`config.mk`:
```
export PLATFORM = sky130hd
export DESIGN_NAME = ata_taskfile_command_builder_top
export DESIGN_NICKNAME = d
export VERILOG_FILES = /design/src/sv/atb_pkg.sv /design/src/sv/atb_div.sv /design/src/sv/atb_front.sv /design/src/sv/atb_fifo.sv /design/src/sv/atb_back.sv /design/src/sv/ata_taskfile_command_builder_top.sv
export SDC_FILE = /design/constraint.sdc
export NUM_CORES = 1
export LEC_CHECK = 0
export ABC_AREA = 1
export BUFFER_PORTS_ARGS = -buffer_cell sky130_fd_sc_hd__buf_2
export CAP_MARGIN = 20
export CORE_UTILIZATION = 65
export CTS_CLUSTER_SIZE = 10
export DETAILED_ROUTE_END_ITERATION = 10
export PLACE_DENSITY = 0.83
export SLEW_MARGIN = 15
export SYNTH_ARGS = -nofsm -noshare
export SYNTH_HDL_FRONTEND = slang
export SYNTH_SLANG_ARGS = --single-unit
```
`constraint.sdc`:
```
create_clock -name clock -period 10.4 [get_ports clock]
set_clock_uncertainty 0.1 [all_clocks]
set_input_delay 2.08 -clock clock [delete_from_list [all_inputs] [get_ports clock]]
set_output_delay 2.08 -clock clock [all_outputs]
set_load 0.02 [all_outputs]
```
`src/sv/atb_pkg.sv`:
```
// Shared types, register codes and sizing constants for the ATA taskfile command builder.
package atb_pkg;

   localparam int ATB_QUEUE_DEPTH = 2;

   localparam int BLK_W      = 48;
   localparam int BYTE_W     = 8;
   localparam int ADDR_W     = 3;
   localparam int MODE_W     = 2;
   localparam int SPT_W      = 8;
   localparam int HPC_W      = 5;
   localparam int CSR_IDX_W  = 3;
   localparam int CSR_DATA_W = 8;
   localparam int STEP_W     = 4;

   // radix-16 long division: four quotient bits per cycle
   localparam int DIV_BITS  = 4;
   localparam int DIV_STEPS = BLK_W / DIV_BITS;
   localparam int DIV_CNT_W = $clog2(DIV_STEPS);

   typedef logic [ADDR_W-1:0] reg_addr_type;

   localparam reg_addr_type REG_FEATURES = 3'd1;
   localparam reg_addr_type REG_COUNT    = 3'd2;
   localparam reg_addr_type REG_SECTOR   = 3'd3;
   localparam reg_addr_type REG_CYL_LO   = 3'd4;
   localparam reg_addr_type REG_CYL_HI   = 3'd5;
   localparam reg_addr_type REG_SELECT   = 3'd6;
   localparam reg_addr_type REG_COMMAND  = 3'd7;

   localparam logic [MODE_W-1:0] MODE_CHS   = 2'd0;
   localparam logic [MODE_W-1:0] MODE_LBA28 = 2'd1;
   localparam logic [MODE_W-1:0] MODE_LBA48 = 2'd2;

   localparam logic [CSR_IDX_W-1:0] CSR_ADDR_MODE = 3'd0;
   localparam logic [CSR_IDX_W-1:0] CSR_SPT       = 3'd1;
   localparam logic [CSR_IDX_W-1:0] CSR_HPC       = 3'd2;
   localparam logic [CSR_IDX_W-1:0] CSR_DRIVE     = 3'd3;

   localparam logic REQ_READ     = 1'b0;
   localparam logic REQ_IDENTIFY = 1'b1;

   localparam logic [BYTE_W-1:0] SEL_FIXED    = 8'hA0;
   localparam logic [BYTE_W-1:0] SEL_LBA      = 8'h40;
   localparam logic [BYTE_W-1:0] CMD_IDENTIFY = 8'hEC;
   localparam logic [BYTE_W-1:0] READ_COUNT   = 8'h01;

   localparam logic [SPT_W-1:0] SPT_RESET = 8'd63;
   localparam logic [HPC_W-1:0] HPC_RESET = 5'd16;

   localparam logic [STEP_W-1:0] SHORT_LAST = 4'd6;
   localparam logic [STEP_W-1:0] LONG_LAST  = 4'd11;

   typedef struct packed {
      logic [MODE_W-1:0] addr_mode;
      logic [SPT_W-1:0]  sectors_per_track;
      logic [HPC_W-1:0]  heads_per_cylinder;
      logic              drive_unit;
   } atb_cfg_type;

   // short form: addr_bytes[7:0] sector, [15:8] cyl_lo, [23:16] cyl_hi
   // long form:  addr_bytes is the full 48-bit LBA
   typedef struct packed {
      logic              long_form;
      logic [BYTE_W-1:0] sel_byte;
      logic [BYTE_W-1:0] cmd_byte;
      logic [BYTE_W-1:0] count_byte;
      logic [BLK_W-1:0]  addr_bytes;
   } atb_entry_type;

   typedef struct packed {
      reg_addr_type      reg_addr;
      logic [BYTE_W-1:0] reg_data;
      logic              last_write;
   } atb_write_type;

   typedef struct packed {
      logic              done;
      logic [BLK_W-1:0]  quotient;
      logic [BYTE_W-1:0] remainder;
   } atb_div_rsp_type;

endpackage

```
`src/sv/atb_div.sv`:
```
// Iterative 48-by-8 unsigned divider, four quotient bits per cycle.
module atb_div (
   input  logic                          clock,
   input  logic                          reset,
   input  logic                          start,
   input  logic [atb_pkg::BLK_W-1:0]     dividend,
   input  logic [atb_pkg::BYTE_W-1:0]    divisor,
   output atb_pkg::atb_div_rsp_type      rsp
);
   import atb_pkg::*;

   logic                 busy_ff, busy_in;
   logic                 done_ff, done_in;
   logic [DIV_CNT_W-1:0] cnt_ff, cnt_in;
   logic [BLK_W-1:0]     quo_ff, quo_in;
   logic [BYTE_W-1:0]    rem_ff, rem_in;
   logic [BYTE_W-1:0]    dsr_ff, dsr_in;

   logic [BLK_W-1:0]     quo_step;
   logic [BYTE_W-1:0]    rem_step;

   // quo_ff shifts dividend bits out the top and quotient bits in the bottom
   always_comb begin
      logic [BYTE_W:0] trial;
      logic            q_bit;
      quo_step = quo_ff;
      rem_step = rem_ff;
      for (int i = 0; i < DIV_BITS; i++) begin
         trial = {rem_step, quo_step[BLK_W-1]};
         if (trial >= {1'b0, dsr_ff}) begin
            trial = trial - {1'b0, dsr_ff};
            q_bit = 1'b1;
         end else begin
            q_bit = 1'b0;
         end
         rem_step = trial[BYTE_W-1:0];
         quo_step = {quo_step[BLK_W-2:0], q_bit};
      end
   end

   always_comb begin
      busy_in = busy_ff;
      done_in = 1'b0;
      cnt_in  = cnt_ff;
      quo_in  = quo_ff;
      rem_in  = rem_ff;
      dsr_in  = dsr_ff;
      if (start) begin
         busy_in = 1'b1;
         cnt_in  = '0;
         quo_in  = dividend;
         rem_in  = '0;
         dsr_in  = divisor;
      end else if (busy_ff) begin
         quo_in = quo_step;
         rem_in = rem_step;
         if (cnt_ff == DIV_CNT_W'(DIV_STEPS - 1)) begin
            busy_in = 1'b0;
            done_in = 1'b1;
            cnt_in  = '0;
         end else begin
            cnt_in = cnt_ff + 1'b1;
         end
      end
   end

   always_ff @(posedge clock) begin
      if (reset) begin
         busy_ff <= 1'b0;
         done_ff <= 1'b0;
         cnt_ff  <= '0;
      end else begin
         busy_ff <= busy_in;
         done_ff <= done_in;
         cnt_ff  <= cnt_in;
      end
   end

   always_ff @(posedge clock) begin
      quo_ff <= quo_in;
      rem_ff <= rem_in;
      dsr_ff <= dsr_in;
   end

   assign rsp.done      = done_ff;
   assign rsp.quotient  = quo_ff;
   assign rsp.remainder = rem_ff;

   a_start_busy: assert property (@(posedge clock) disable iff (reset)
      start |=> busy_ff)
      else $error("divider not busy after start");

   a_done_idle: assert property (@(posedge clock) disable iff (reset)
      done_ff |-> !busy_ff && $past(busy_ff))
      else $error("divider done without a finished division");

endmodule

```
`src/sv/atb_front.sv`:
```
// Front end: accepts requests, classifies them and builds queue entries (CHS via divider).
module atb_front (
   input  logic                          clock,
   input  logic                          reset,
   input  atb_pkg::atb_cfg_type          cfg,
   input  logic                          req_valid,
   output logic                          req_ready,
   input  logic                          req_type,
   input  logic [atb_pkg::BLK_W-1:0]     req_block_number,
   input  logic [atb_pkg::BYTE_W-1:0]    req_command_code,
   output logic                          q_wr_valid,
   input  logic                          q_wr_ready,
   output atb_pkg::atb_entry_type        q_wr_data
);
   import atb_pkg::*;

   localparam logic [1:0] ST_IDLE      = 2'd0;
   localparam logic [1:0] ST_DIV_TRACK = 2'd1;
   localparam logic [1:0] ST_DIV_HEAD  = 2'd2;
   localparam logic [1:0] ST_PUSH      = 2'd3;

   logic [1:0]        state_ff, state_in;
   logic [BYTE_W-1:0] cmd_ff, cmd_in;
   logic [BYTE_W-1:0] sector_ff, sector_in;

   logic              is_chs;
   logic              accept;
   logic [SPT_W-1:0]  spt_eff;
   logic [HPC_W-1:0]  hpc_eff;
   logic [BYTE_W-1:0] drv_bits;

   logic              div_start;
   logic [BLK_W-1:0]  div_dividend;
   logic [BYTE_W-1:0] div_divisor;
   atb_div_rsp_type   div_rsp;

   atb_entry_type     direct_entry;
   atb_entry_type     chs_entry;

   atb_div u_div (
      .clock    (clock),
      .reset    (reset),
      .start    (div_start),
      .dividend (div_dividend),
      .divisor  (div_divisor),
      .rsp      (div_rsp)
   );

   assign is_chs   = (req_type == REQ_READ) && (cfg.addr_mode == MODE_CHS);
   assign spt_eff  = (cfg.sectors_per_track == '0) ? SPT_W'(1) : cfg.sectors_per_track;
   assign hpc_eff  = (cfg.heads_per_cylinder == '0) ? HPC_W'(1) : cfg.heads_per_cylinder;
   assign drv_bits = {3'b000, cfg.drive_unit, 4'b0000};

   assign req_ready = (state_ff == ST_IDLE) && q_wr_ready;
   assign accept    = req_valid && req_ready;

   always_comb begin
      div_start    = 1'b0;
      div_dividend = req_block_number;
      div_divisor  = spt_eff;
      if (state_ff == ST_IDLE && accept && is_chs) begin
         div_start = 1'b1;
      end else if (state_ff == ST_DIV_TRACK && div_rsp.done) begin
         div_start    = 1'b1;
         div_dividend = div_rsp.quotient;
         div_divisor  = {{(BYTE_W-HPC_W){1'b0}}, hpc_eff};
      end
   end

   // mode 3 falls into the lba48 arm along with mode 2
   always_comb begin
      if (req_type == REQ_IDENTIFY) begin
         direct_entry.long_form  = 1'b0;
         direct_entry.sel_byte   = SEL_FIXED | drv_bits;
         direct_entry.cmd_byte   = CMD_IDENTIFY;
         direct_entry.count_byte = '0;
         direct_entry.addr_bytes = '0;
      end else if (cfg.addr_mode[1]) begin
         direct_entry.long_form  = 1'b1;
         direct_entry.sel_byte   = SEL_LBA | drv_bits;
         direct_entry.cmd_byte   = req_command_code;
         direct_entry.count_byte = READ_COUNT;
         direct_entry.addr_bytes = req_block_number;
      end else begin
         direct_entry.long_form  = 1'b0;
         direct_entry.sel_byte   = SEL_FIXED | SEL_LBA | drv_bits
                                   | {4'b0000, req_block_number[27:24]};
         direct_entry.cmd_byte   = req_command_code;
         direct_entry.count_byte = READ_COUNT;
         direct_entry.addr_bytes = {24'd0, req_block_number[23:0]};
      end
   end

   // divider holds cylinder quotient and head remainder until the next start
   always_comb begin
      chs_entry.long_form  = 1'b0;
      chs_entry.sel_byte   = SEL_FIXED | drv_bits | {4'b0000, div_rsp.remainder[3:0]};
      chs_entry.cmd_byte   = cmd_ff;
      chs_entry.count_byte = READ_COUNT;
      chs_entry.addr_bytes = {24'd0, div_rsp.quotient[15:0], sector_ff};
   end

   assign q_wr_valid = ((state_ff == ST_IDLE) && req_valid && !is_chs) || (state_ff == ST_PUSH);
   assign q_wr_data  = (state_ff == ST_PUSH) ? chs_entry : direct_entry;

   always_comb begin
      state_in  = state_ff;
      cmd_in    = cmd_ff;
      sector_in = sector_ff;
      unique case (state_ff)
         ST_IDLE: begin
            if (accept && is_chs) begin
               state_in = ST_DIV_TRACK;
               cmd_in   = req_command_code;
            end
         end
         ST_DIV_TRACK: begin
            if (div_rsp.done) begin
               state_in  = ST_DIV_HEAD;
               sector_in = div_rsp.remainder + 8'd1;
            end
         end
         ST_DIV_HEAD: begin
            if (div_rsp.done) begin
               state_in = ST_PUSH;
            end
         end
         ST_PUSH: begin
            if (q_wr_ready) begin
               state_in = ST_IDLE;
            end
         end
         default: state_in = ST_IDLE;
      endcase
   end

   always_ff @(posedge clock) begin
      if (reset) begin
         state_ff <= ST_IDLE;
      end else begin
         state_ff <= state_in;
      end
   end

   always_ff @(posedge clock) begin
      cmd_ff    <= cmd_in;
      sector_ff <= sector_in;
   end

   a_no_push_while_dividing: assert property (@(posedge clock) disable iff (reset)
      (state_ff == ST_DIV_TRACK || state_ff == ST_DIV_HEAD) |-> !q_wr_valid && !req_ready)
      else $error("front pushed or accepted during CHS translation");

endmodule

```
`src/sv/atb_fifo.sv`:
```
// Short entry queue between the front end and the write sequencer.
module atb_fifo #(
   parameter int DEPTH = atb_pkg::ATB_QUEUE_DEPTH
) (
   input  logic                   clock,
   input  logic                   reset,
   input  logic                   wr_valid,
   output logic                   wr_ready,
   input  atb_pkg::atb_entry_type wr_data,
   output logic                   rd_valid,
   input  logic                   rd_pop,
   output atb_pkg::atb_entry_type rd_data
);
   import atb_pkg::*;

   localparam int PTR_W = (DEPTH > 1) ? $clog2(DEPTH) : 1;
   localparam int CNT_W = $clog2(DEPTH + 1);

   atb_entry_type    slot_ff [DEPTH];
   logic [PTR_W-1:0] wr_ptr_ff, wr_ptr_in;
   logic [PTR_W-1:0] rd_ptr_ff, rd_ptr_in;
   logic [CNT_W-1:0] cnt_ff, cnt_in;
   logic             push;
   logic             pop;

   assign wr_ready = (cnt_ff != CNT_W'(DEPTH));
   assign rd_valid = (cnt_ff != '0);
   assign rd_data  = slot_ff[rd_ptr_ff];
   assign push     = wr_valid && wr_ready;
   assign pop      = rd_pop && rd_valid;

   always_comb begin
      wr_ptr_in = wr_ptr_ff;
      rd_ptr_in = rd_ptr_ff;
      cnt_in    = cnt_ff;
      if (push) begin
         wr_ptr_in = (wr_ptr_ff == PTR_W'(DEPTH - 1)) ? '0 : wr_ptr_ff + 1'b1;
      end
      if (pop) begin
         rd_ptr_in = (rd_ptr_ff == PTR_W'(DEPTH - 1)) ? '0 : rd_ptr_ff + 1'b1;
      end
      if (push && !pop) begin
         cnt_in = cnt_ff + 1'b1;
      end else if (pop && !push) begin
         cnt_in = cnt_ff - 1'b1;
      end
   end

   always_ff @(posedge clock) begin
      if (reset) begin
         wr_ptr_ff <= '0;
         rd_ptr_ff <= '0;
         cnt_ff    <= '0;
      end else begin
         wr_ptr_ff <= wr_ptr_in;
         rd_ptr_ff <= rd_ptr_in;
         cnt_ff    <= cnt_in;
      end
   end

   always_ff @(posedge clock) begin
      if (push) begin
         slot_ff[wr_ptr_ff] <= wr_data;
      end
   end

   a_cnt_bound: assert property (@(posedge clock) disable iff (reset)
      cnt_ff <= CNT_W'(DEPTH))
      else $error("queue occupancy above depth");

   a_no_empty_pop: assert property (@(posedge clock) disable iff (reset)
      rd_pop |-> rd_valid)
      else $error("sequencer popped an empty queue");

endmodule

```
`src/sv/atb_back.sv`:
```
// Write sequencer: expands each queue entry into taskfile register writes.
module atb_back (
   input  logic                          clock,
   input  logic                          reset,
   input  logic                          rd_valid,
   output logic                          rd_pop,
   input  atb_pkg::atb_entry_type        rd_data,
   output logic                          rsp_valid,
   input  logic                          rsp_ready,
   output logic [atb_pkg::ADDR_W-1:0]    rsp_reg_addr,
   output logic [atb_pkg::BYTE_W-1:0]    rsp_reg_data,
   output logic                          rsp_last_write
);
   import atb_pkg::*;

   function automatic atb_write_type write_at(atb_entry_type e, logic [STEP_W-1:0] step);
      atb_write_type w;
      w.reg_addr   = REG_FEATURES;
      w.reg_data   = '0;
      w.last_write = 1'b0;
      if (e.long_form) begin
         // select, high-order (previous) bytes, low-order (current) bytes, command
         unique case (step)
            4'd0:  begin w.reg_addr = REG_SELECT; w.reg_data = e.sel_byte; end
            4'd1:  w.reg_addr = REG_FEATURES;
            4'd2:  w.reg_addr = REG_COUNT;
            4'd3:  begin w.reg_addr = REG_CYL_HI; w.reg_data = e.addr_bytes[47:40]; end
            4'd4:  begin w.reg_addr = REG_CYL_LO; w.reg_data = e.addr_bytes[39:32]; end
            4'd5:  begin w.reg_addr = REG_SECTOR; w.reg_data = e.addr_bytes[31:24]; end
            4'd6:  w.reg_addr = REG_FEATURES;
            4'd7:  begin w.reg_addr = REG_COUNT;  w.reg_data = e.count_byte; end
            4'd8:  begin w.reg_addr = REG_CYL_HI; w.reg_data = e.addr_bytes[23:16]; end
            4'd9:  begin w.reg_addr = REG_CYL_LO; w.reg_data = e.addr_bytes[15:8]; end
            4'd10: begin w.reg_addr = REG_SECTOR; w.reg_data = e.addr_bytes[7:0]; end
            default: begin
               w.reg_addr   = REG_COMMAND;
               w.reg_data   = e.cmd_byte;
               w.last_write = 1'b1;
            end
         endcase
      end else begin
         unique case (step)
            4'd0: w.reg_addr = REG_FEATURES;
            4'd1: begin w.reg_addr = REG_COUNT;  w.reg_data = e.count_byte; end
            4'd2: begin w.reg_addr = REG_SECTOR; w.reg_data = e.addr_bytes[7:0]; end
            4'd3: begin w.reg_addr = REG_CYL_LO; w.reg_data = e.addr_bytes[15:8]; end
            4'd4: begin w.reg_addr = REG_CYL_HI; w.reg_data = e.addr_bytes[23:16]; end
            4'd5: begin w.reg_addr = REG_SELECT; w.reg_data = e.sel_byte; end
            default: begin
               w.reg_addr   = REG_COMMAND;
               w.reg_data   = e.cmd_byte;
               w.last_write = 1'b1;
            end
         endcase
      end
      return w;
   endfunction

   logic                rsp_valid_ff, rsp_valid_in;
   atb_write_type       rsp_ff, rsp_in;
   logic [STEP_W-1:0]   step_ff, step_in;
   logic                advance;
   atb_write_type       cur;

   assign advance = !rsp_valid_ff || rsp_ready;
   assign cur     = write_at(rd_data, step_ff);
   assign rd_pop  = advance && rd_valid && cur.last_write;

   always_comb begin
      rsp_valid_in = rsp_valid_ff;
      rsp_in       = rsp_ff;
      step_in      = step_ff;
      if (advance) begin
         rsp_valid_in = rd_valid;
         if (rd_valid) begin
            rsp_in  = cur;
            step_in = cur.last_write ? '0 : step_ff + 1'b1;
         end
      end
   end

   always_ff @(posedge clock) begin
      if (reset) begin
         rsp_valid_ff <= 1'b0;
         step_ff      <= '0;
      end else begin
         rsp_valid_ff <= rsp_valid_in;
         step_ff      <= step_in;
      end
   end

   always_ff @(posedge clock) begin
      rsp_ff <= rsp_in;
   end

   assign rsp_valid      = rsp_valid_ff;
   assign rsp_reg_addr   = rsp_ff.reg_addr;
   assign rsp_reg_data   = rsp_ff.reg_data;
   assign rsp_last_write = rsp_ff.last_write;

   a_last_is_command: assert property (@(posedge clock) disable iff (reset)
      rsp_valid_ff && rsp_ff.last_write |-> rsp_ff.reg_addr == REG_COMMAND)
      else $error("sequence ended on a non-command write");

   a_mid_sequence_entry: assert property (@(posedge clock) disable iff (reset)
      step_ff != '0 |-> rd_valid)
      else $error("entry left the queue in mid-sequence");

   a_step_bound: assert property (@(posedge clock) disable iff (reset)
      step_ff <= LONG_LAST && (rd_data.long_form || !rd_valid || step_ff <= SHORT_LAST))
      else $error("write step beyond the sequence length");

endmodule

```
`src/sv/ata_taskfile_command_builder_top.sv`:
```
// Top level of the ATA taskfile command builder: config registers and front/queue/back.
//
// Requests (req_*) carry a read or identify. Each one is expanded into the ordered
// taskfile writes that issue it, delivered on rsp_* one per transaction; rsp_last_write
// marks the command-register write that ends a sequence. Configuration (csr_*) is
// always ready; indexes 0..3 select addr_mode, sectors_per_track, heads_per_cylinder
// and drive_unit, other indexes are dropped. Write it only while the block is idle.
// Lba28, lba48 and identify requests are classified and queued in the accept cycle;
// the sequencer then takes the entry from the queue and registers each write on rsp_*,
// one write per cycle unless a low rsp_ready holds the output register, 12 writes for
// lba48 and 7 otherwise. CHS requests go through a shared 4-bit-per-cycle divider twice
// (block by sectors per track, track by heads) before its entry is queued; the front
// takes no new request meanwhile. Sustained throughput is bound by the write sequencer
// for lba28, lba48 and identify items and by the divider for CHS items.
// A queue of QUEUE_DEPTH entries sits between front and sequencer, so requests are
// taken while earlier writes are still draining. When rsp_ready is low the output
// register holds and the queue fills, then req_ready drops. Reset empties the queue,
// drops rsp_valid and loads the config defaults (lba28, 63 sectors, 16 heads, master).
module ata_taskfile_command_builder_top #(
   parameter int QUEUE_DEPTH = atb_pkg::ATB_QUEUE_DEPTH
) (
   input  logic                              clock,
   input  logic                              reset,
   input  logic                              csr_valid,
   output logic                              csr_ready,
   input  logic [atb_pkg::CSR_IDX_W-1:0]     csr_index,
   input  logic [atb_pkg::CSR_DATA_W-1:0]    csr_data,
   input  logic                              req_valid,
   output logic                              req_ready,
   input  logic                              req_type,
   input  logic [atb_pkg::BLK_W-1:0]         req_block_number,
   input  logic [atb_pkg::BYTE_W-1:0]        req_command_code,
   output logic                              rsp_valid,
   input  logic                              rsp_ready,
   output logic [atb_pkg::ADDR_W-1:0]        rsp_reg_addr,
   output logic [atb_pkg::BYTE_W-1:0]        rsp_reg_data,
   output logic                              rsp_last_write
);
   import atb_pkg::*;

   logic [MODE_W-1:0] addr_mode_ff, addr_mode_in;
   logic [SPT_W-1:0]  spt_ff, spt_in;
   logic [HPC_W-1:0]  hpc_ff, hpc_in;
   logic              drive_ff, drive_in;
   logic              csr_write;
   atb_cfg_type       cfg;

   logic              q_wr_valid;
   logic              q_wr_ready;
   atb_entry_type     q_wr_data;
   logic              q_rd_valid;
   logic              q_rd_pop;
   atb_entry_type     q_rd_data;

   assign csr_ready = 1'b1;
   assign csr_write = csr_valid && csr_ready;

   always_comb begin
      addr_mode_in = addr_mode_ff;
      spt_in       = spt_ff;
      hpc_in       = hpc_ff;
      drive_in     = drive_ff;
      if (csr_write) begin
         unique case (csr_index)
            CSR_ADDR_MODE: addr_mode_in = csr_data[MODE_W-1:0];
            CSR_SPT:       spt_in       = csr_data[SPT_W-1:0];
            CSR_HPC:       hpc_in       = csr_data[HPC_W-1:0];
            CSR_DRIVE:     drive_in     = csr_data[0];
            default: ;
         endcase
      end
   end

   always_ff @(posedge clock) begin
      if (reset) begin
         addr_mode_ff <= MODE_LBA28;
         spt_ff       <= SPT_RESET;
         hpc_ff       <= HPC_RESET;
         drive_ff     <= 1'b0;
      end else begin
         addr_mode_ff <= addr_mode_in;
         spt_ff       <= spt_in;
         hpc_ff       <= hpc_in;
         drive_ff     <= drive_in;
      end
   end

   assign cfg.addr_mode          = addr_mode_ff;
   assign cfg.sectors_per_track  = spt_ff;
   assign cfg.heads_per_cylinder = hpc_ff;
   assign cfg.drive_unit         = drive_ff;

   atb_front u_front (
      .clock            (clock),
      .reset            (reset),
      .cfg              (cfg),
      .req_valid        (req_valid),
      .req_ready        (req_ready),
      .req_type         (req_type),
      .req_block_number (req_block_number),
      .req_command_code (req_command_code),
      .q_wr_valid       (q_wr_valid),
      .q_wr_ready       (q_wr_ready),
      .q_wr_data        (q_wr_data)
   );

   atb_fifo #(
      .DEPTH (QUEUE_DEPTH)
   ) u_fifo (
      .clock    (clock),
      .reset    (reset),
      .wr_valid (q_wr_valid),
      .wr_ready (q_wr_ready),
      .wr_data  (q_wr_data),
      .rd_valid (q_rd_valid),
      .rd_pop   (q_rd_pop),
      .rd_data  (q_rd_data)
   );

   atb_back u_back (
      .clock          (clock),
      .reset          (reset),
      .rd_valid       (q_rd_valid),
      .rd_pop         (q_rd_pop),
      .rd_data        (q_rd_data),
      .rsp_valid      (rsp_valid),
      .rsp_ready      (rsp_ready),
      .rsp_reg_addr   (rsp_reg_addr),
      .rsp_reg_data   (rsp_reg_data),
      .rsp_last_write (rsp_last_write)
   );

endmodule
```
# Word level (Yosys, flattened, before mapping)

Memories as Yosys holds them, arrays and structs flattened. A register that Yosys moved wholly into a read port is not among the register bits.
Cells that the tools add are included.

Add/subtract/negate cells: 11
Magnitude comparators: 4
Equality and inequality tests: 23
Multiplexer cells: 47
Bitwise operators: 4
Reduce and logical (&&, ||, !) cells: 49

Operators with widths:

| cell                                          | count |
|---|---|
| two-way mux 73 bit                            | 3 |
| two-way mux 48 bit                            | 4 |
| one-hot mux 8 bit (9 select lines)            | 1 |
| two-way mux 8 bit                             | 7 |
| one-hot mux 8 bit (6 select lines)            | 1 |
| greater-or-equal comparator 9 x 8 -> 1 bit    | 4 |
| one-hot mux 3 bit (6 select lines)            | 2 |
| subtractor 8 bit                              | 4 |
| two-way mux 1 bit                             | 18 |
| == test 4 x 3 -> 1 bit, second input constant | 4 |
| == test 4 bit, second input constant          | 4 |
| OR 8 x 4 -> 8 bit                             | 2 |
| AND reduction 2 bit                           | 8 |
| logical AND 1 bit                             | 15 |
| two-way mux 12 bit                            | 1 |
| two-way mux 2 bit                             | 6 |
| OR reduction 2 bit                            | 6 |
| OR reduction 11 bit                           | 1 |
| adder 4 x 1 -> 4 bit, second input constant   | 2 |
| adder 8 x 1 -> 8 bit, second input constant   | 1 |
| == test 4 x 2 -> 1 bit, second input constant | 2 |
| zero test 8 bit                               | 1 |
| two-way mux 4 bit                             | 2 |
| inequality test 2 bit, second input constant  | 4 |
| 23 further kinds                              | 35 |

Register bits after elaboration: 125
RAM bits: 146
Input bits: 73
Logic and storage cells: 160
Memories kept: 1

Memory list:

| name           | words | bits a word | rd ports | clocked after memory_dff | wr ports | line           | source |
|---|---|---|---|---|---|---|---|
| u_fifo.slot_ff | 2     | 73          | 1        | 1                        | 1        | atb_fifo.sv:19 | `atb_entry_type slot_ff [DEPTH];` |

# Longest topological paths before layout

Depth in word-level cells: 10
Gate-level depth with buffers: 43
Mapped depth without buffers: 41

# Modules after synthesis

Synthesis repeated with hierarchy kept, for this count alone.

Cells, all modules: 1,684
Area, all modules: 15,849.0 um^2

By module, submodules not included:

| module                           | instances | cells each | area an instance (um^2) | sequential area each (um^2) |
|---|---|---|---|---|
| atb_fifo                         | 1         | 264        | 5,859.4                 | 4,484.3 |
| atb_div                          | 1         | 594        | 4,759.6                 | 1,961.9 |
| atb_front                        | 1         | 359        | 2,429.8                 | 520.5 |
| atb_back                         | 1         | 366        | 2,115.8                 | 460.4 |
| ata_taskfile_command_builder_top | 1         | 101        | 684.4                   | 320.3 |

# Worst setup path before layout

OpenSTA, ideal clock, no wires.

Kind: reg2reg
Start point: register u_front.u_div.dsr_ff[1]
End point: register u_front.u_div.rem_ff[1]
Library setup time: 0.076 ns
Arrival time: 5.955 ns
Data required time: 10.224 ns
Setup slack: 4.269 ns
Stages on the path, launching flop included: 42
Clock period less this slack: 6.131 ns
Cells stage by stage: edfxtp_1 -> inv_1 -> ha_1 -> nand2_1 -> nor2_1 -> nand2_1 -> nand3_2 -> nand2_4 -> nand2_4 -> buf_6 -> o21ai_0 -> inv_1 -> ha_1 -> nand2_1 -> inv_1 -> a21oi_1 -> nand2_2 -> a21oi_4 -> [... 6 more ...] -> o21ai_1 -> nand2_1 -> o311ai_1 -> nand2_1 -> buf_2 -> nand3_1 -> nand2_1 -> inv_1 -> ha_1 -> a21oi_1 -> nand2_1 -> nand2_1 -> o311ai_1 -> a211oi_4 -> nand3_4 -> nand2_1 -> nand3_1 -> a21oi_1

Word-level cells in the longest chain between the ends: 8

RTL lines:

| what                                                                           | line                         | source |
|---|---|---|
| start: declaration                                                             | atb_div.sv:17                | `logic [BYTE_W-1:0] dsr_ff, dsr_in;` |
| start signal: assignment                                                       | atb_div.sv:82                | `dsr_ff <= dsr_in;` |
| subtractor 8 bit or greater-or-equal comparator 9 x 8 -> 1 bit (tied branches) | atb_div.sv:31, atb_div.sv:30 |  |
| two-way mux 8 bit                                                              | atb_div.sv:30                | `if (trial >= {1'b0, dsr_ff}) begin` |
| subtractor 8 bit or greater-or-equal comparator 9 x 8 -> 1 bit (tied branches) | atb_div.sv:31, atb_div.sv:30 |  |
| two-way mux 8 bit                                                              | atb_div.sv:30                |  |
| greater-or-equal comparator 9 x 8 -> 1 bit or subtractor 8 bit (tied branches) | atb_div.sv:30, atb_div.sv:31 |  |
| two-way mux 8 bit                                                              | atb_div.sv:30                |  |
| subtractor 8 bit or greater-or-equal comparator 9 x 8 -> 1 bit (tied branches) | atb_div.sv:31, atb_div.sv:30 |  |
| two-way mux 8 bit *                                                            | atb_div.sv:30                |  |
| end signal: assignment                                                         | atb_div.sv:81                | `rem_ff <= rem_in;` |
| end: declaration                                                               | atb_div.sv:16                | `logic [BYTE_W-1:0] rem_ff, rem_in;` |

Every way passes the cells marked *; elsewhere a longest branch is shown, timed or not.
A chain may end at the register's enable or synchronous reset.

# Final worst setup path

Start point: register u_front.u_div.dsr_ff[1]
End point: register u_front.u_div.rem_ff[6]

Word-level cells in the longest chain between the ends: 8

RTL lines:

| what                                                                           | line |
|---|---|
| subtractor 8 bit or greater-or-equal comparator 9 x 8 -> 1 bit (tied branches) | atb_div.sv:31, atb_div.sv:30 |
| two-way mux 8 bit                                                              | atb_div.sv:30 |
| subtractor 8 bit or greater-or-equal comparator 9 x 8 -> 1 bit (tied branches) | atb_div.sv:31, atb_div.sv:30 |
| two-way mux 8 bit                                                              | atb_div.sv:30 |
| subtractor 8 bit or greater-or-equal comparator 9 x 8 -> 1 bit (tied branches) | atb_div.sv:31, atb_div.sv:30 |
| two-way mux 8 bit                                                              | atb_div.sv:30 |
| subtractor 8 bit or greater-or-equal comparator 9 x 8 -> 1 bit (tied branches) | atb_div.sv:31, atb_div.sv:30 |
| two-way mux 8 bit *                                                            | atb_div.sv:30 |

Marked as above.

==> metrics.txt <==
Fill cells=1,384; Distinct cells, synth=58; Slew headroom=37.6%; ys async rst share=0%; gr usage total=32.5%; clock network power share=16.9%; Reg area=7270 um2; Die Y=144 um; Finished Core Util=74.8%; post-layout minimum cycle time=7.19 ns; Post-Route Setup TNS=0 ns; CTS tree=done; CTS Buf Count=30; FF-to-FF setup slack=3.21 ns; DR vias/cell=5.83; DRT iter0 DRCs=962; final hold violation count=0; crit path max-delay cell type=a211oi_4; fin nets=1,599; n_diodes=0; net switching power figure=2.56 mW; Period Utilization, post-route=69.2%; largest net degree at the start of global routing=68; Startpoint Class=flip-flop; Avg Inst Size Synth=9.41 um2; grt ovf=0; most frequent CP cell=nand2_1; post-synthesis net count=1,518; Max-Cap Viols=0; Port Buffers=86; DR pass1 iterations=5; Area growth syn-to-layout=11.8%; status=complete, no violations; cell count after synthesis=1,398; clock slew at the register clock pins of the worst setup and hold paths=0.05 ns; post-synthesis sequential area ratio=55.2%; post-DP HPWL=22,900 um; layout cell share with drive strength beyond 1=12.6%; Synth Cell Area=13,200 um2; Starting Density=66.9%; Int Power=3.03 mW; Hold Crit Class=flip-flop to flip-flop; worst r2r path cells=37; Post-synth EDFFs=214; register bit count reported by yosys=256; vias=10,300; clock tree root buffer cell=clkbuf_16; site row count=51; critical path class=flip-flop to flip-flop; H-tree levels=1; hold_sp=hpc_ff[4]$_SDFFE_PP1P_; final WL=32,900 um; Final ANT Viol Nets=0; Final Max Tran Viols=0; FF-to-FF End=u_front.u_div.rem_ff[6]$_SDFFE_PN0P_; Routed wire per std cell=18.6 um; initial antenna violation count=0; leak pwr=6.26 nW; crit-path max FO=17; Die X=144 um; Required @ worst endpoint=10.77 ns; Ys Warns=0; combinational power share=56.9%; f_max=139 MHz; Seq pwr share=26.1%; final setup fails=0; setup bufs post-CTS=0; RSZ-0062 raised after global routing=no; first-pass GRT wire length=50,900 um; Least-Margin Pin Slew=0.935 ns; post-CTS resize count=0; R2R Path Start=u_front.u_div.dsr_ff[1]$_DFFE_PN_; core box area=19,700 um2; Largest stage delay, worst path=0.49 ns; Die ar.=20,800 um2; Post-CTS Hold Fix Bufs=0; maximum ir drop on the vdd rail=0.000781 V; CTS sink count=256; PwrDens=379 nW/um2; ys flop type=edfxtp_1; Worst setup EP type=flip-flop; Final GP Congestion=0.957; vias in the first global route=9,838; Worst EP arrival=7.57 ns; Ports=88; area of the multi-input gates=5070 um2; hold path endpoint=hpc_ff[4]$_SDFFE_PP1P_; Switching Share=45.8%; hold depth=2; clk buf depth=3; clk_lat worst skew=0.55 ns; drc violations=0
-- worst max-delay path, delay by kind of cell, from the launching register on --
family	cells	cell delay, ns
compound gates	9	2.30
fa+ha+maj	4	1.32
buf+inv	6	0.62
flops	1	0.45
simple gates	18	2.33
-- kinds of logic after synthesis --
group                      after synthesis  share of synthesized area [%]
DFF                                    256                           55.2
xor gates and xnor gates                28                           1.86
AOI/OAI and AO/OA                      251                           11.5
other                                    1                         0.0285
adders and majority gates               47                           4.70
muxes                                    7                          0.533
buffers and inverters                  220                           6.53
and+or+nand+nor                        588                           19.6
-- layout make-up --
| type | instances | area share [%] |
|---|---|---|
| Timing Repair Buffer | 96 | 3.46 |
| Clock buffer | 53 | 5.83 |
| Tap cell | 265 | 2.25 |
| Clock inverter | 2 | 0.170 |
| Inverter | 173 | 4.41 |
| Multi-Input combinational cell | 922 | 34.5 |
| Sequential cell | 256 | 49.4 |
-- cell usage in the layout (no fill, tap or decap), drive strengths merged, types with 4 or more instances in the layout --
cell,Yosys,final
buf,18,96
xor2,21,21
a21oi,73,73
clkbuf,29,53
ha,43,43
inv,171,172
o21ai,108,108
edfxtp,214,214
a22o,13,13
dfxtp,42,42
nand3,54,54
mux2i,7,7
nor3,12,12
xnor2,7,7
fa,4,4
o22ai,6,6
nand2,393,393
a221oi,12,12
o32ai,5,5
o211ai,5,5
nor4,7,7
nor2,102,102
a211oi,4,4
o22a,5,5
nand4,15,15
a22oi,5,5
-- state kept, by name (all words and copies together) (netlist names), 2 cells and up, named ones only --
| register | cells |
|---|---|
| u_front.u_div.dsr_ff | 8 |
| u_back.rsp_reg_addr | 3 |
| spt_ff | 8 |
| hpc_ff | 5 |
| u_front.cmd_ff | 8 |
| u_front.u_div.quo_ff | 48 |
| u_front.u_div.rem_ff | 8 |
| u_back.step_ff | 4 |
| u_front.state_ff | 2 |
| u_fifo.cnt_ff | 2 |
| u_fifo.slot_ff | 130 |
| u_front.u_div.cnt_ff | 4 |
| u_front.sector_ff | 8 |
| addr_mode_ff | 2 |
| u_back.rsp_reg_data | 8 |
-- cells in the mapped netlist (all sizes together) (2+ instances only) --
| master | n | area, um2 |
|---|---|---|
| o211ai | 5 | 37.5 |
| nor3 | 12 | 60.1 |
| o311ai | 2 | 17.5 |
| nand2 | 393 | 1550 |
| edfxtp | 214 | 6430 |
| mux2i | 7 | 70.1 |
| a31oi | 3 | 18.8 |
| dfxtp | 42 | 841 |
| a21oi | 73 | 380 |
| o22ai | 6 | 37.5 |
| ha | 43 | 538 |
| nand3b | 3 | 22.5 |
| o41ai | 2 | 17.5 |
| a221oi | 12 | 105 |
| o21ai | 108 | 544 |
| xnor2 | 7 | 61.3 |
| nor4 | 7 | 50.1 |
| nand3 | 54 | 333 |
| a22oi | 5 | 37.5 |
| a211oi | 4 | 47.5 |
| a2111oi | 2 | 17.5 |
| a221o | 3 | 30.0 |
| xor2 | 21 | 184 |
| nor2 | 102 | 434 |
| clkinv | 2 | 7.51 |
| nand4 | 15 | 109 |
| buf | 18 | 101 |
| clkbuf | 29 | 109 |
| inv | 171 | 642 |
| fa | 4 | 80.1 |
| o22a | 5 | 43.8 |
| o32ai | 5 | 43.8 |
| a22o | 13 | 114 |
-- routing by layer --
layer	vias to the layer above	share of wire [%]	global-route usage, %
li1	4908	-	-
met5	-	0	0
met4	0	3.9	12.9
met3	97	7.9	4.30
met2	475	49	54.7
met1	4820	39	42.9
-- through the flow --
stage	std cells	setup slack, ns	hold WS, ns	instance area [um2]	total power [mW]
after floorplan	1398	4.27	0.326	13200	3.94
after global placement	1711	3.52	0.346	13800	4.55
after detailed placement	1711	3.28	0.352	13800	4.58
after CTS	1766	3.27	0.369	14700	5.54
after global routing	1767	2.35	0.398	14700	6.04
final	1767	3.21	0.366	14700	5.58
-- worst max path at each step --
| stage | startpoint | endpoint | slack (ns) | depth (start not counted) |
|---|---|---|---|---|
| after floorplan | u_front.u_div.dsr_ff[1]$_DFFE_PN_ | u_front.u_div.rem_ff[1]$_SDFFE_PN0P_ | 4.27 | 41 |
| after detailed placement | u_front.u_div.dsr_ff[1]$_DFFE_PN_ | u_front.u_div.rem_ff[4]$_SDFFE_PN0P_ | 3.28 | 39 |
| after global placement | u_front.u_div.dsr_ff[1]$_DFFE_PN_ | u_front.u_div.rem_ff[4]$_SDFFE_PN0P_ | 3.52 | 39 |
| after global routing | u_front.u_div.dsr_ff[1]$_DFFE_PN_ | u_front.u_div.rem_ff[1]$_SDFFE_PN0P_ | 2.35 | 39 |
| final | u_front.u_div.dsr_ff[1]$_DFFE_PN_ | u_front.u_div.rem_ff[6]$_SDFFE_PN0P_ | 3.21 | 37 |
| after CTS | u_front.u_div.dsr_ff[1]$_DFFE_PN_ | u_front.u_div.rem_ff[6]$_SDFFE_PN0P_ | 3.27 | 39 |
-- power groups by stage --
stage          clock network (mW)  logic, mW  registers, mW
2_1_floorplan                   0       2.44           1.50
3_3_place_gp                    0       3.09           1.47
3_5_place_dp                    0       3.11           1.48
4_1_cts                     0.951       3.14           1.46
5_1_grt                     0.993       3.57           1.48
6_report                    0.946       3.18           1.46
(Power assumes the default switching activity.)
